File: src/hdl/oal_pkg.sv
// Package for the ordered array list: operation and status codes, payload
// structs for both channels and the control bundle sent down the cell chain.
// No dependencies.
package oal_pkg;

  localparam int DEF_CAPACITY = 32;
  localparam int DATA_W       = 32;
  localparam int POS_W        = 6;

  typedef enum logic [1:0] {
    OP_INSERT = 2'd0,
    OP_DELETE = 2'd1,
    OP_FIND   = 2'd2,
    OP_READ   = 2'd3
  } op_e_t;

  typedef enum logic [1:0] {
    ST_OK     = 2'd0,
    ST_BADPOS = 2'd1,
    ST_FULL   = 2'd2
  } status_e_t;

  typedef struct packed {
    op_e_t                     op;
    logic [POS_W-1:0]          position;
    logic signed [DATA_W-1:0]  item_value;
  } in_item_t;

  typedef struct packed {
    status_e_t                 status;
    logic [POS_W-1:0]          found_at;
    logic signed [DATA_W-1:0]  read_value;
    logic [POS_W-1:0]          count;
  } out_item_t;

  // Broadcast to every cell. The slot is the zero-based list position.
  typedef struct packed {
    logic                      ins;
    logic                      del;
    logic [POS_W-1:0]          slot;
    logic signed [DATA_W-1:0]  value;
  } oal_ctrl_t;

endpackage

File: src/hdl/oal_cell.sv
// One storage cell of the ordered array list chain.
// Depends on oal_pkg for the control bundle and data width.
module oal_cell
  import oal_pkg::*;
#(
  parameter int INDEX = 0
) (
  input  logic                      clk,
  input  oal_ctrl_t                 ctrl,
  input  logic signed [DATA_W-1:0]  left_q,
  input  logic signed [DATA_W-1:0]  right_q,
  output logic signed [DATA_W-1:0]  data_q,
  output logic                      hit
);

  logic signed [DATA_W-1:0] data_r;
  logic signed [DATA_W-1:0] data_nxt;

  // Insert: the chosen cell loads the new value and later cells take their
  // left neighbor. Delete: the chosen cell and later cells take their right
  // neighbor.
  always_comb begin
    data_nxt = data_r;
    if (ctrl.ins) begin
      if (INDEX == int'(ctrl.slot)) begin
        data_nxt = ctrl.value;
      end else if (INDEX > int'(ctrl.slot)) begin
        data_nxt = left_q;
      end
    end else if (ctrl.del) begin
      if (INDEX >= int'(ctrl.slot)) begin
        data_nxt = right_q;
      end
    end
  end

  always_ff @(posedge clk) begin
    data_r <= data_nxt;
  end

  assign data_q = data_r;
  assign hit    = (data_r == ctrl.value);

endmodule

File: src/hdl/oal_ctrl.sv
// Operation decode for the ordered array list: position checks, status and
// the control bundle for the cell chain. Depends on oal_pkg.
module oal_ctrl
  import oal_pkg::*;
#(
  parameter int CAPACITY = DEF_CAPACITY,
  parameter int CNT_W    = $clog2(CAPACITY + 1)
) (
  input  logic              accept,
  input  in_item_t          item,
  input  logic [CNT_W-1:0]  count,
  output oal_ctrl_t         ctrl,
  output status_e_t         status
);

  localparam int CMP_W = ((CNT_W > POS_W) ? CNT_W : POS_W) + 1;

  logic [CMP_W-1:0] pos_x;
  logic [CMP_W-1:0] cnt_x;
  logic             pos_zero;
  logic             ins_bad;
  logic             acc_bad;
  logic             is_full;

  assign pos_x    = CMP_W'(item.position);
  assign cnt_x    = CMP_W'(count);
  assign pos_zero = (item.position == '0);
  assign ins_bad  = pos_zero || (pos_x > cnt_x + CMP_W'(1));
  assign acc_bad  = pos_zero || (pos_x > cnt_x);
  assign is_full  = (cnt_x >= CMP_W'(CAPACITY));

  always_comb begin
    status = ST_OK;
    case (item.op)
      OP_INSERT: begin
        if (ins_bad) begin
          status = ST_BADPOS;
        end else if (is_full) begin
          status = ST_FULL;
        end
      end
      OP_DELETE, OP_READ: begin
        if (acc_bad) begin
          status = ST_BADPOS;
        end
      end
      default: status = ST_OK;
    endcase
  end

  assign ctrl.ins   = accept && (item.op == OP_INSERT) && (status == ST_OK);
  assign ctrl.del   = accept && (item.op == OP_DELETE) && (status == ST_OK);
  assign ctrl.slot  = item.position - POS_W'(1);
  assign ctrl.value = item.item_value;

endmodule

File: src/hdl/ordered_array_list.sv
// Top level of the ordered array list: a chain of storage cells, the
// operation decode, the entry counter and the result register.
// Depends on oal_pkg, oal_ctrl and oal_cell.
//
// Usage: drive in_item and raise start; a command transfers at a rising
// edge with start high and busy low. busy stays low, so a new command may
// be issued in every cycle. Each command gives exactly one result: out_valid
// is high for one cycle, in the cycle after the transfer, with out_item holding
// status, found_at, read_value and the count after the command.
// Insert and delete move all entries at once in the cell chain; find compares
// every cell against the key in parallel and a priority pick returns the
// lowest matching position; read selects one cell.
// The receiver cannot stall; a result must be taken in its strobe cycle.
// Reset clears the entry count and the result strobe; cell contents are not
// cleared, and only positions 1 to count are ever visible.
module ordered_array_list
  import oal_pkg::*;
#(
  parameter int CAPACITY = DEF_CAPACITY
) (
  input  logic       clk,
  input  logic       rst_n,
  input  logic       start,
  output logic       busy,
  input  in_item_t   in_item,
  output logic       out_valid,
  output out_item_t  out_item
);

  localparam int CNT_W = $clog2(CAPACITY + 1);
  localparam int IDX_W = (CAPACITY > 1) ? $clog2(CAPACITY) : 1;

  logic                      accept;
  oal_ctrl_t                 ctrl;
  status_e_t                 status;
  logic [CNT_W-1:0]          count_r;
  logic [CNT_W-1:0]          count_nxt;
  logic signed [DATA_W-1:0]  cell_q [CAPACITY];
  logic [CAPACITY-1:0]       hit;
  logic [CAPACITY-1:0]       live_hit;
  logic [CNT_W-1:0]          found;
  logic                      out_valid_r;
  out_item_t                 out_item_r;
  out_item_t                 out_item_nxt;

  assign busy   = 1'b0;
  assign accept = start && !busy;

  oal_ctrl #(
    .CAPACITY (CAPACITY),
    .CNT_W    (CNT_W)
  ) u_ctrl (
    .accept (accept),
    .item   (in_item),
    .count  (count_r),
    .ctrl   (ctrl),
    .status (status)
  );

  for (genvar g = 0; g < CAPACITY; g++) begin : g_cell
    logic signed [DATA_W-1:0] left_q;
    logic signed [DATA_W-1:0] right_q;

    // The chain ends feed back their own value; those inputs are never selected
    // for a live entry.
    assign left_q  = (g == 0) ? cell_q[g] : cell_q[(g == 0) ? 0 : g - 1];
    assign right_q = (g == CAPACITY - 1) ? cell_q[g]
                                         : cell_q[(g == CAPACITY - 1) ? g : g + 1];

    oal_cell #(
      .INDEX (g)
    ) u_cell (
      .clk     (clk),
      .ctrl    (ctrl),
      .left_q  (left_q),
      .right_q (right_q),
      .data_q  (cell_q[g]),
      .hit     (hit[g])
    );

    assign live_hit[g] = hit[g] && (CNT_W'(g) < count_r);
  end

  // Lowest live match wins.
  always_comb begin
    found = '0;
    for (int i = CAPACITY - 1; i >= 0; i--) begin
      if (live_hit[i]) begin
        found = CNT_W'(i + 1);
      end
    end
  end

  always_comb begin
    count_nxt = count_r;
    if (ctrl.ins) begin
      count_nxt = count_r + CNT_W'(1);
    end else if (ctrl.del) begin
      count_nxt = count_r - CNT_W'(1);
    end
  end

  always_comb begin
    out_item_nxt.status     = status;
    out_item_nxt.found_at   = '0;
    out_item_nxt.read_value = '0;
    out_item_nxt.count      = POS_W'(count_nxt);
    if (in_item.op == OP_FIND) begin
      out_item_nxt.found_at = POS_W'(found);
    end
    if ((in_item.op == OP_READ) && (status == ST_OK)) begin
      out_item_nxt.read_value = cell_q[IDX_W'(ctrl.slot)];
    end
  end

  always_ff @(posedge clk) begin
    if (!rst_n) begin
      count_r     <= '0;
      out_valid_r <= 1'b0;
    end else begin
      count_r     <= count_nxt;
      out_valid_r <= accept;
    end
  end

  always_ff @(posedge clk) begin
    if (accept) begin
      out_item_r <= out_item_nxt;
    end
  end

  assign out_valid = out_valid_r;
  assign out_item  = out_item_r;

endmodule

File: config.mk
export PLATFORM = sky130hd
export DESIGN_NAME = ordered_array_list
export DESIGN_NICKNAME = d
export VERILOG_FILES = /design/src/hdl/oal_pkg.sv /design/src/hdl/oal_cell.sv /design/src/hdl/oal_ctrl.sv /design/src/hdl/ordered_array_list.sv
export SDC_FILE = /design/constraint.sdc
export NUM_CORES = 2
export LEC_CHECK = 0
export BUFFER_PORTS_ARGS = -buffer_cell sky130_fd_sc_hd__clkbuf_2
export CAP_MARGIN = 40
export CORE_MARGIN = 5
export CORE_UTILIZATION = 57
export CTS_CLUSTER_DIAMETER = 50
export DETAILED_ROUTE_END_ITERATION = 8
export PLACE_DENSITY_LB_ADDON = 0.25
export SLEW_MARGIN = 20
export SYNTH_ARGS = -nofsm -noshare
export SYNTH_HDL_FRONTEND = slang
export SYNTH_HIERARCHICAL = 1
export SYNTH_SLANG_ARGS = --single-unit
File: constraint.sdc
create_clock -name clk -period 12.52 [get_ports clk]
set_clock_uncertainty 0.05 [all_clocks]
set_input_delay 1.252 -clock clk [delete_from_list [all_inputs] [get_ports clk]]
set_output_delay 1.252 -clock clk [all_outputs]
set_load 0.01 [all_outputs]
[Word level (Yosys, flattened, before mapping)]
Index checks and enable logic that the tools add are counted.
Word-level totals
  logic and storage cells: 555
  input bits: 43
  flip-flop bits (word level): 1077
  output and inout bits: 48
Operators by class
  add/subtract/negate cells: 4
  equality and inequality tests: 97
  reduce and logical (&&, ||, !) cells: 114
  order comparisons: 98
  mux-type cells: 197
  bitwise gates (word level): 2
Operator list (number)
  32-bit 2-to-1 mux: 158
  32-bit == test: 32
  32-bit binary-select mux with 5-bit select: 1
  6-bit == test (first input constant): 16
  5-bit by 6-bit > comparator with 1-bit output (first input constant): 16
  5-bit by 6-bit less-than comparator with 1-bit output (first input constant): 16
  3-bit AND reduction: 31
  5-bit by 6-bit >= comparator with 1-bit output (first input constant): 15
  3-bit by 1-bit inequality test with 1-bit output (second input constant): 30
  5-bit 2-to-1 mux: 16
  2-bit nonzero test: 33
  5-bit by 6-bit == test with 1-bit output (first input constant): 8
  4-bit by 6-bit >= comparator with 1-bit output (first input constant): 8
  4-bit by 6-bit > comparator with 1-bit output (first input constant): 8
  4-bit by 6-bit less-than comparator with 1-bit output (first input constant): 8
  1-bit logical AND: 37
  4-bit 2-to-1 mux: 8
  32-bit OR reduction: 1
  4-bit by 6-bit == test with 1-bit output (first input constant): 4
  3-bit by 6-bit >= comparator with 1-bit output (first input constant): 4
  3-bit by 6-bit > comparator with 1-bit output (first input constant): 4
  3-bit by 6-bit less-than comparator with 1-bit output (first input constant): 4
  6-bit 2-to-1 mux: 3
  16-bit OR reduction: 1
  other kinds (30): 50

[Logic depth before layout (Yosys ltp)]
  depth after elaboration: 34
  gate-level depth with buffers: 13
  depth with buffers taken out: 13

[Modules after synthesis]
The synthesis kept the hierarchy.
Modules (own cells, without submodules)
  ordered_array_list: cells each 756, area each 10991.8 µm², seq. area each 1521.5 µm², times used 1
  oal_cell at g_cell[1].u_cell ...: cells each 223, area each 1991.9 µm², seq. area each 960.9 µm², times used 4
  oal_cell at g_cell[19].u_cell ...: cells each 223, area each 2004.4 µm², seq. area each 960.9 µm², times used 2
  oal_cell at g_cell[21].u_cell ...: cells each 223, area each 1998.2 µm², seq. area each 960.9 µm², times used 2
  oal_cell at g_cell[13].u_cell ...: cells each 223, area each 1994.4 µm², seq. area each 960.9 µm², times used 2
  oal_cell at g_cell[8].u_cell: cells each 222, area each 2020.7 µm², seq. area each 960.9 µm², times used 1
  oal_cell at g_cell[24].u_cell: cells each 222, area each 2015.7 µm², seq. area each 960.9 µm², times used 1
  oal_cell at g_cell[12].u_cell: cells each 225, area each 2003.2 µm², seq. area each 960.9 µm², times used 1
  oal_cell at g_cell[11].u_cell: cells each 222, area each 2000.7 µm², seq. area each 960.9 µm², times used 1
  oal_cell at g_cell[9].u_cell: cells each 223, area each 1999.4 µm², seq. area each 960.9 µm², times used 1
  oal_cell at g_cell[20].u_cell: cells each 225, area each 1998.2 µm², seq. area each 960.9 µm², times used 1
  oal_cell at g_cell[26].u_cell: cells each 223, area each 1993.2 µm², seq. area each 960.9 µm², times used 1
  oal_cell at g_cell[17].u_cell: cells each 224, area each 1991.9 µm², seq. area each 960.9 µm², times used 1
  oal_cell at g_cell[18].u_cell: cells each 225, area each 1991.9 µm², seq. area each 960.9 µm², times used 1
  +14 rows

[Worst setup path before layout]
No wires, ideal clock.
  kind: input to register
  from: input in_item[32] (netlist name)
  to: register g_cell[11].u_cell.data_r[0], enable pin
  path slack: 1648 ps
  buffers on the path: 1
  cell stages on the path: 9
  data required time: 11876 ps
  arrival time: 10228 ps
  setup time: 594 ps
  cells stage by stage: inv_1 -> ha_1 -> nand3_1 -> o32a_1 -> o22ai_2 -> nor3b_2 -> clkbuf_1 -> nor2_1 -> a2111oi_0
RTL lines
  start: declaration: line ordered_array_list.sv:25  | input in_item_t in_item,
  end signal: assignment: line oal_cell.sv:38  | data_r <= data_nxt;
  end: declaration: line oal_cell.sv:16  | logic signed [DATA_W-1:0] data_r;

==> impl_metrics.tcl <==
set metrics [dict create \
    status "finished, final reports clean" \
    hold_viol_final 0 \
    drc 0 \
    ys.flop_type "edfxtp_1" \
    p_total_mw 9.514 \
    fin_crit_sh_pct 46.96 \
    vdd_ir_drop_max_mv 0.1307 \
    portBuffers 89 \
    die_w_um 373.5 \
    drt_wl_total_um 278300 \
    multiInputGateArea_um2 39770 \
    die_height_um 373.5 \
    synth-xor-area-share_pct 12.06 \
    clk_path_buf_depth 3 \
    min_period_ps 5879 \
    synth_compound_area_share_pct 9.809 \
    cp-start-kind "register" \
    fmax_mhz 170.1 \
    tns_ps 0 \
    drive_gt1_share_pct 12.13 \
    io_pins 91 \
    relSlewSlack_pct 17.84 \
    final_antenna_net_count 0 \
    ys_top_cells_by_area "edfxtp_1 43%, xor2_1 12%, nand2_1 10%, mux4_2 9.6%, a31oi_1 8.3%" \
    grt_max_degree 237 \
    path_clk_slew_ps 50 \
    synth.cell_area_um2 75300 \
    rows 133 \
    ys_ff_latch 1077 \
    synth_area_leader_cell "edfxtp_1" \
    synth_top_family_by_area "simple AND/OR/NAND/NOR gates" \
    seqCellArea_um2 32270 \
    worstSetupPathType "reg2reg" \
    clockRootBuffer "clkbuf_16" \
    cts.sinks 1077 \
    start_util_pct 57.28 \
    clock_latency_ps 820 \
    rsz0062_at_grt "false" \
    ys_types 94 \
    cp_max_fo 236 \
    grt_pass1_wl_um 410000 \
    fill_cells 10736 \
    grt_usage_pct 38.28 \
    syn_avg_cell_area_um2 9.550 \
    wl_per_cell_um 28.90 \
    vias 67398 \
    core_area_um2 131500 \
    place_congestion 0.9649 \
    cp-end-kind "register" \
    critical_path_arrival_ps 6260 \
    min_path_type "reg2reg" \
    yosysWarnings 6 \
    grt_pass1_vias 61750 \
    post-dp-hpwl_um 188500 \
    leakage_nw 29.92 \
    maxSlewViolCount 0 \
    fp.dieArea_um2 139500 \
    antenna_found_initial 21 \
    p_per_area_nw_per_um2 116.1 \
    drv_cap 0 \
    synth_top_area_share_pct 42.67 \
    post-cts-setup-buffer-count 0 \
    tightest_slew_ps 1232 \
    cts_made_buffers 145 \
    seq_area_frac_synth_pct 42.86 \
    synth_mux_area_share_pct 10.08 \
    async_flop_share_pct 0 \
    netlist_instances 7885 \
    synthesis.nets 7948 \
    num-nets-final 7808 \
    syn2layout_area_growth_pct 8.813 \
    drtPass1Iterations 8 \
    setup_viol 0 \
    drtIter0Drc 12431 \
    synthSimpleGateAreaFrac_pct 19.91 \
    via_per_inst 6.999 \
    h-tree-depth 4 \
    cts_hold_buf 0 \
    synth_edf_count 1070 \
    gr-total-overflow 0 \
    crit_required_ps 12900 \
    cts_tree "built" \
    synth-adder-area-share_pct 0.3323 \
    ctsResizeCount 0 \
]
[worst max-delay path, stage by stage (launching register included)]
cell,delay (ps)
dfxtp_1,850
inv_1,210
xnor2_1,220
ha_1,260
a21o_1,160
a211o_2,330
o22ai_2,170
nor3b_4,250
buf_4,670
buf_12,730
buf_12,660
nor2_1,150
nor4_2,170
buf_4,470
[cell families after synthesis]
logic type,after synthesis
flip-flops,1077
multiplexers,354
AO/OA/AOI/OAI,1159
XOR/XNOR,1037
buffers and inverters,645
AND/OR/NAND/NOR,3592
other,1
adder cells (fa/ha/maj),20
[state kept, by name, indices dropped and copies added, names as in the netlist]
register / cells
out_valid: 1
count_r: 6
g_cell.u_cell/data_q: 1024
out_item: 46
[layer usage]
| metal | routed length (um) | global-route usage, % |
|---|---|---|
| met1 | 97520 | 52.62 |
| met3 | 48250 | 14.56 |
| met2 | 115900 | 53.52 |
| met5 | 164 | 0 |
| met4 | 16490 | 18.24 |
[cells in the mapped netlist, types with 15 or more instances]
cell      number
a21oi_1       16
o21ai_0       23
mux4_2       320
ha_1          20
inv_1         59
buf_4         43
nand3_1       26
nand4_1       74
mux2_2        21
buf_2         79
xor2_1      1027
nor4_1       263
nor2_1      1077
buf_8         15
o22ai_1       35
a31oi_1      997
nor3_1        16
clkbuf_1     288
nand2_1     2007
edfxtp_1    1070
buf_1         23
and2_1        18
buf_6         98
[layout make-up]
class,instances,area share (%)
Clock buffer,166,4.551
Sequential cell,1077,39.39
Inverter,82,0.3940
Clock inverter,99,1.182
Tap cell,1755,2.680
Multi-Input combinational cell,6163,48.54
Timing Repair Buffer,276,3.236
Antenna cell,11,0.03359
[path summary, 6_finish.rpt]
check                                                      startpoint                                     to  slack, ps  depth (start not counted)
worst max-delay path                            count_r[4]$_SDFF_PN0_  g_cell[1].u_cell/data_q[30]$_DFFE_PP_       6640                         13
worst min-delay path            g_cell[1].u_cell/data_q[22]$_DFFE_PP_  g_cell[0].u_cell/data_q[22]$_DFFE_PP_        610                          1
worst max register to register                  count_r[4]$_SDFF_PN0_  g_cell[1].u_cell/data_q[30]$_DFFE_PP_       6640                         13
worst min register to register  g_cell[1].u_cell/data_q[22]$_DFFE_PP_  g_cell[0].u_cell/data_q[22]$_DFFE_PP_        610                          1
[per-stage QoR]
stage	cell area (um2)	hold slack, ps	instances	util (%)	worst slack, ps
6_report	81940	607.0	9629	62.33	6641
2_1_floorplan	75300	543.4	7885	-	1648
3_5_place_dp	76810	589.7	9332	58.42	6036
3_3_place_gp	76170	582.2	9301	57.94	6118
4_1_cts	81500	605.4	9597	62.00	6361
5_1_grt	81910	629.3	9618	62.31	6153
[where the power goes]
part / switching (mW) / internal, mW
clock network: 1.74 / 2.43
logic: 0.833 / 0.431
registers: 0.0679 / 4.01
total: 2.64 / 6.87
[layout by cell type (no fill, tap or decap), types with 9 or more instances in the layout]
cell	synthesis	layout
nand4_1	74	74
and3_2	1	11
inv_6	0	20
o21ai_0	23	23
ha_1	20	20
o21a_1	11	11
diode_2	0	11
mux2_1	12	12
edfxtp_1	1070	1070
a21oi_1	16	14
mux4_2	320	320
o22ai_1	35	35
nand3_2	0	10
nor2b_1	13	12
clkbuf_16	0	146
nor2_1	1077	1076
mux2_2	21	21
buf_12	6	27
buf_16	0	18
buf_4	43	169
clkbuf_1	288	20
clkinv_2	0	25
a31oi_1	997	996
xor2_1	1027	1025
nor3_1	16	11
nand2_1	2007	2006
and2_1	18	17
clkbuf_2	0	58
clkinvlp_4	0	10
clkinv_1	14	35
inv_2	9	9
nand3_1	26	16
inv_1	59	57
nor4_1	263	260
bufinv_16	0	13
nor3_4	1	9
Power figures use the tool's default switching activity.
